$ cat config.mk
export PLATFORM = sky130hd
export DESIGN_NAME = mcbd_pick_flat
export DESIGN_NICKNAME = d
export VERILOG_FILES = /design/src/hdl/mcbd_pkg.sv /design/src/hdl/mcbd_if.sv /design/src/hdl/mcbd_pick.sv /design/src/flat_wrapper.sv
export SDC_FILE = /design/constraint.sdc
export NUM_CORES = 1
export LEC_CHECK = 0
export CAP_MARGIN = 20
export CORE_AREA = 2 2 292 294
export DETAILED_ROUTE_END_ITERATION = 10
export DIE_AREA = 0 0 294 296
export DONT_BUFFER_PORTS = 1
export GPL_TIMING_DRIVEN = 0
export SETUP_SLACK_MARGIN = 0.02
export SLEW_MARGIN = 20
export SYNTH_ARGS = -nofsm -noshare
export SYNTH_HDL_FRONTEND = slang
export SYNTH_SLANG_ARGS = --single-unit
$ cat constraint.sdc
create_clock -name vclk -period 1.2
set_input_delay 0.06 -clock vclk [all_inputs]
set_output_delay 0.06 -clock vclk [all_outputs]
set_load 0.05 [all_outputs]
$ cat src/hdl/mcbd_pkg.sv
// ----------------------------------------------------------------------------
// mcbd_pkg
// Shared widths, register indexes and payload types of the mip chain.
// ----------------------------------------------------------------------------
package mcbd_pkg;

	localparam int PIX_W       = 8;
	localparam int POS_W       = 11;
	localparam int LEVEL_W     = 4;
	localparam int CFG_DATA_W  = 13;
	localparam int CFG_INDEX_W = 8;
	localparam int RESET_DIM   = 256;

	localparam logic [CFG_INDEX_W-1:0] CFG_IMAGE_WIDTH  = 8'd0;
	localparam logic [CFG_INDEX_W-1:0] CFG_IMAGE_HEIGHT = 8'd1;

	typedef struct packed {
		logic [PIX_W-1:0] r;
		logic [PIX_W-1:0] g;
		logic [PIX_W-1:0] b;
		logic [PIX_W-1:0] a;
	} pix_t;

	typedef struct packed {
		logic [PIX_W:0] r;
		logic [PIX_W:0] g;
		logic [PIX_W:0] b;
		logic [PIX_W:0] a;
	} pair_t;

	typedef struct packed {
		logic             valid;
		logic [POS_W-1:0] x;
		logic [POS_W-1:0] y;
		pix_t             pix;
	} tok_t;

endpackage

$ cat src/hdl/mcbd_if.sv


interface mcbd_mip_if;
	logic                         valid;
	logic                         ready;
	logic [mcbd_pkg::LEVEL_W-1:0] mip_level;
	logic [mcbd_pkg::POS_W-1:0]   pos_x;
	logic [mcbd_pkg::POS_W-1:0]   pos_y;
	logic [mcbd_pkg::PIX_W-1:0]   red_out;
	logic [mcbd_pkg::PIX_W-1:0]   green_out;
	logic [mcbd_pkg::PIX_W-1:0]   blue_out;
	logic [mcbd_pkg::PIX_W-1:0]   alpha_out;
	logic                         last_of_run;

	modport source (output valid, output mip_level, output pos_x, output pos_y,
		output red_out, output green_out, output blue_out, output alpha_out,
		output last_of_run, input ready);
	modport sink (input valid, input mip_level, input pos_x, input pos_y,
		input red_out, input green_out, input blue_out, input alpha_out,
		input last_of_run, output ready);
endinterface


$ cat src/hdl/mcbd_pick.sv
// ----------------------------------------------------------------------------
// mcbd_pick
// Result selector: presents the deepest waiting level pixel, which is always
// the oldest, and retires it on a transfer.
// ----------------------------------------------------------------------------
module mcbd_pick #(
	parameter int LEVELS = 12
) (
	input  mcbd_pkg::tok_t    tok [LEVELS],
	input  logic [LEVELS-1:0] emit,
	output logic [LEVELS-1:0] drain,
	mcbd_mip_if.source        mip
);

	logic [LEVELS-1:0]            hot;
	logic [LEVELS-1:0]            nxt_emit;
	mcbd_pkg::tok_t               pick;
	logic [mcbd_pkg::LEVEL_W-1:0] lvl;
	logic                         last;

	assign nxt_emit = emit >> 1;

	always_comb begin
		hot  = '0;
		pick = '0;
		lvl  = '0;
		last = 1'b0;
		for (int i = 0; i < LEVELS; i++) begin
			if (tok[i].valid) begin
				hot    = '0;
				hot[i] = 1'b1;
				pick   = tok[i];
				lvl    = mcbd_pkg::LEVEL_W'(i + 1);
				last   = !nxt_emit[i];
			end
		end
	end

	assign drain           = hot & {LEVELS{mip.ready}};
	assign mip.valid       = |hot;
	assign mip.mip_level   = lvl;
	assign mip.pos_x       = pick.x;
	assign mip.pos_y       = pick.y;
	assign mip.red_out     = pick.pix.r;
	assign mip.green_out   = pick.pix.g;
	assign mip.blue_out    = pick.pix.b;
	assign mip.alpha_out   = pick.pix.a;
	assign mip.last_of_run = last;

endmodule

$ cat src/flat_wrapper.sv
// flat-port wrapper written by rule: the top's interface ports become plain ports
module mcbd_pick_flat 
#(
	parameter int LEVELS = 12
)
  (tok, emit, drain, mip_valid, mip_mip_level, mip_pos_x, mip_pos_y, mip_red_out, mip_green_out, mip_blue_out, mip_alpha_out, mip_last_of_run, mip_ready);
  mcbd_mip_if mip_i ();
  input  mcbd_pkg::tok_t tok[LEVELS];
  input  logic [LEVELS-1:0] emit;
  output logic [LEVELS-1:0] drain;
  output wire logic [$bits(mip_i.valid)-1:0] mip_valid;
  output wire logic [$bits(mip_i.mip_level)-1:0] mip_mip_level;
  output wire logic [$bits(mip_i.pos_x)-1:0] mip_pos_x;
  output wire logic [$bits(mip_i.pos_y)-1:0] mip_pos_y;
  output wire logic [$bits(mip_i.red_out)-1:0] mip_red_out;
  output wire logic [$bits(mip_i.green_out)-1:0] mip_green_out;
  output wire logic [$bits(mip_i.blue_out)-1:0] mip_blue_out;
  output wire logic [$bits(mip_i.alpha_out)-1:0] mip_alpha_out;
  output wire logic [$bits(mip_i.last_of_run)-1:0] mip_last_of_run;
  input wire logic [$bits(mip_i.ready)-1:0] mip_ready;
  assign mip_valid = mip_i.valid;
  assign mip_mip_level = mip_i.mip_level;
  assign mip_pos_x = mip_i.pos_x;
  assign mip_pos_y = mip_i.pos_y;
  assign mip_red_out = mip_i.red_out;
  assign mip_green_out = mip_i.green_out;
  assign mip_blue_out = mip_i.blue_out;
  assign mip_alpha_out = mip_i.alpha_out;
  assign mip_last_of_run = mip_i.last_of_run;
  assign mip_i.ready = mip_ready;
  mcbd_pick #(.LEVELS(LEVELS)) u_core (.tok(tok), .emit(emit), .drain(drain), .mip(mip_i));
endmodule
-- Word-level counts from Yosys, hierarchy flattened
Index checks and enable logic that the tools add are counted.
- register bits after elaboration: 0
- bits in latches: 0
- bits in writable memories: 0
- ROM bits: 0
- output and inout port bits: 72
- word-level logic and storage cells: 61
- memories: 0
- $add $sub $neg: 0
- multipliers: 0
- divide/modulo/power cells: 0
- order comparisons: 0
- equality and inequality tests: 0
- shift operators: 0
- multiplexer cells: 48
- bitwise gates (word level): 1
- reductions and logical operators: 12
- operators with widths (operator ; count):
    $mux W54 ; 12
    $mux W12 ; 11
    $mux W4 ; 5
    $mux W1 ; 14
    $and A12 B12 Y12 ; 1
    $mux W3 ; 4
    $reduce_or A12 Y1 ; 1
    $logic_not A1 Y1 ; 11
    $mux W2 ; 2

-- Depth between registers and ports, before layout
- depth in word-level cells: 13
- gate-level depth with buffers: 7

-- Worst setup path after synthesis
OpenSTA, ideal clock, no wires.
- kind: input port to output port
- start: input tok[219] (netlist name)
- end: output drain[1]
- arrival time: 2.343 ns
- required time: 1.140 ns
- setup slack: -1.203 ns
- cell stages on the path: 5
- cell sequence: buf_2 nor2_2 buf_2 nand4_1 nor4_1
- cells in the longest elaborated chain, start to end: 5
- RTL lines (element ; line ; RTL):
    start, declared ; flat_wrapper.sv:8 ; input mcbd_pkg::tok_t tok[LEVELS];
    $mux W12 (4 in series) ; mcbd_pick.sv:29 ; if (tok[i].valid) begin
    $and A12 B12 Y12 ; mcbd_pick.sv:39 ; assign drain = hot & {LEVELS{mip.ready}};
    end, declared ; flat_wrapper.sv:10 ; output logic [LEVELS-1:0] drain;
Every way passes these cells.

-- Worst setup path after layout
- start: input tok[219] (netlist name)
- end: output mip_alpha_out[4]
- cells in the longest elaborated chain, start to end: 4
- RTL lines (element ; line ; RTL):
    $mux W54 (4 in series) ; mcbd_pick.sv:29 ;
    end, declared ; flat_wrapper.sv:18 ; output wire logic [$bits(mip_i.alpha_out)-1:0] mip_alpha_out;
Every way passes these cells.

==> reports/metrics.yaml <==
global_route:
  overflow: 0
  antenna_found_initial: 38
  grt_first_pass_wirelength_mm: 95.6
  grt_usage_pct: 17.1
  grt_pass1_vias: 8572
  grt_max_degree: 11
setup_path:
  critPathRequiredTime_ps: 1140
  endpoint_kind: "output port"
  start_kind: "input port"
  cp_data_arrival_time_ps: 1720
  cp_max_fo: 4
  critPathKind: "input port to output port"
timing:
  min_period_ps: 1780
  setup_violations: 69
  worstMarginPinSlew_ps: 772
  slew_violations: 0
  rsz0062_at_grt: "yes"
  period_share_pct: 149
  fmax_mhz: 561
  finalSetupTns_ps: -29060
  hold_violations: 0
  slew_headroom_pct: 48.1
  setup_slack_ps: -583
clocking:
  hold_buffers: 0
layout:
  nets: 1424
  drive_gt1_share_pct: 65.2
  synthToLayoutAreaGrowth_pct: 119
  n_fill_cell: 9512
  num-clock-buffers: 0
  seqCellArea_um2: 0
  post-route-util_pct: 13.1
  seq_cells: 0
  design_area_um2: 11000
placement:
  numPortBuffers: 0
  place_area_um2: 7630
  post-place-ws_ps: -2180
  hpwl_mm: 64.4
  gp_congestion: 0.994
routing:
  drc_errors: 0
  num_vias: 8838
  vias_per_cell: 4.74
  antenna_left: 0
  wl_per_cell_um: 44.1
  first_pass_iters: 8
  drt-total-wl_mm: 82.3
  drtIter0Drc: 913
hold_path:
  hold_path.class: "input port to output port"
synthesis:
  yosysSeqAreaShare_pct: 0
  ys_types: 35
  yosys.area.top_type_share_pct: 32.3
  synth_simple_gate_area_share_pct: 11.2
  synth_top_family_by_area: "compound AO/OA/AOI/OAI gates"
  synth_compound_area_share_pct: 78.6
  ys_top_cells_by_area: "a221o_1 32%, o221a_2 12%, o221ai_1 9.9%, a311oi_1 9.4%, a22oi_1 8.2%"
  syn-num-nets: 1332
  syn_area_per_cell_um2: 7.62
  synth_area_um2: 5020
  synth_cells: 659
  synth_top_cell_by_area: "a221o_1"
  synth_xor_area_share_pct: 0
  synthMuxAreaShare_pct: 0
  yosysWarningCount: 0
  yosys.area_share.adder_pct: 0
pwr:
  total_leakage_power_uw: 0.00302
  ir_worst_vdd_v: 0.000172
  powerDensity_nw_per_um2: 457
die:
  dieArea_um2: 87000
  die_w_um: 294
  rows: 107
  start_util_pct: 5.97
  fp.coreArea_um2: 84200
  io_pins: 745
  die_h_um: 296
outcome:
  violations: "setup timing"
  status: "finished with violations"
flow_run:
  max_cap_viol_count: 0
-- path summary, 6_finish.rpt --
| path | startpoint | slack [ps] | to | depth (start not counted) |
|---|---|---|---|---|
| setup / recovery | tok[219] | -580 | mip_alpha_out[4] | 7 |
| hold / removal | mip_ready | 280 | drain[7] | 2 |
-- synthesized netlist by cell type, types with 4 or more instances --
library cell,instances
buf_1,4
nor3_1,8
a21oi_1,5
a311oi_1,54
nand2b_1,57
buf_2,24
buf_6,5
inv_1,6
clkbuf_1,74
o21ai_1,54
nor2_1,10
a221o_1,162
a22oi_1,55
nand2_1,6
o221a_2,54
o221ai_1,57
-- cell type report --
cell class / instances / area [um^2] / share of cell area, %
Antenna cell: 27 / 67.6 / 0.613
Buffer: 103 / 1400 / 12.7
Inverter: 7 / 45.0 / 0.408
Multi-Input combinational cell: 543 / 6840 / 62.0
Tap cell: 1090 / 1360 / 12.4
Timing Repair Buffer: 96 / 1310 / 11.9
-- logic make-up (layout without fill, tap and decap cells) --
family          count (synthesis)  in the layout
other cells                     0             27
buf+inv                       116            206
compound gates                446            446
simple gates                   97             97
-- worst max-delay path, cell delays in order --
cell and delay (ps):
buf_12 100, nor2b_4 50, buf_6 140, buf_12 140, a221o_2 440, a311oi_4 550
o21ai_4 220
-- repair_timing --
action	in CTS	in global routing
resized for setup	342	133
setup endpoints to repair	72	69
gates cloned	7	3
setup buffers	67	22
hold endpoints to repair	0	0
pin swaps	125	104
-- routing by layer --
| layer | track usage (%) | share of wire, % | vias up |
|---|---|---|---|
| li1 | - | - | 3298 |
| met1 | 19.8 | 39 | 4282 |
| met2 | 27.6 | 45 | 926 |
| met3 | 5.63 | 8.8 | 316 |
| met4 | 9.98 | 6.5 | 16 |
| met5 | 0 | 0.13 | - |
-- layout by cell type, fill, tap and decap left out, types with 5 or more instances in the layout --
cell type,count
buf_16,7
buf_12,38
a221o_1,135
nor2_4,7
nor2_1,5
clkbuf_8,12
a311oi_2,25
o221ai_1,5
clkbuf_16,22
a311oi_4,29
buf_6,31
buf_2,5
diode_2,27
buf_8,14
o221ai_4,7
o221ai_2,45
clkbuf_4,10
o221a_2,27
o21ai_4,54
clkbuf_2,24
buf_4,32
a22oi_2,9
nor3_4,8
a221o_2,26
a22oi_1,46
nand2b_1,55
o221a_4,27
-- power breakdown --
part	internal [uW]	leakage [uW]	total (uW)	switching, uW
clock	0.00294	0.000000171	0.00294	0
combinational	1800	0.00302	5040	3250
sequential	0	0	0	0
total	1800	0.00302	5040	3250
-- stage by stage --
step	hold slack, ps	instances	total power, uW
final	277	1866	5040
after global routing	284	1858	5220
after global placement	296	1749	3770
after CTS	275	1821	4680
after detailed placement	297	1749	3780
after floorplan	292	659	2550
No activity file was read; power rests on OpenSTA's default activity.
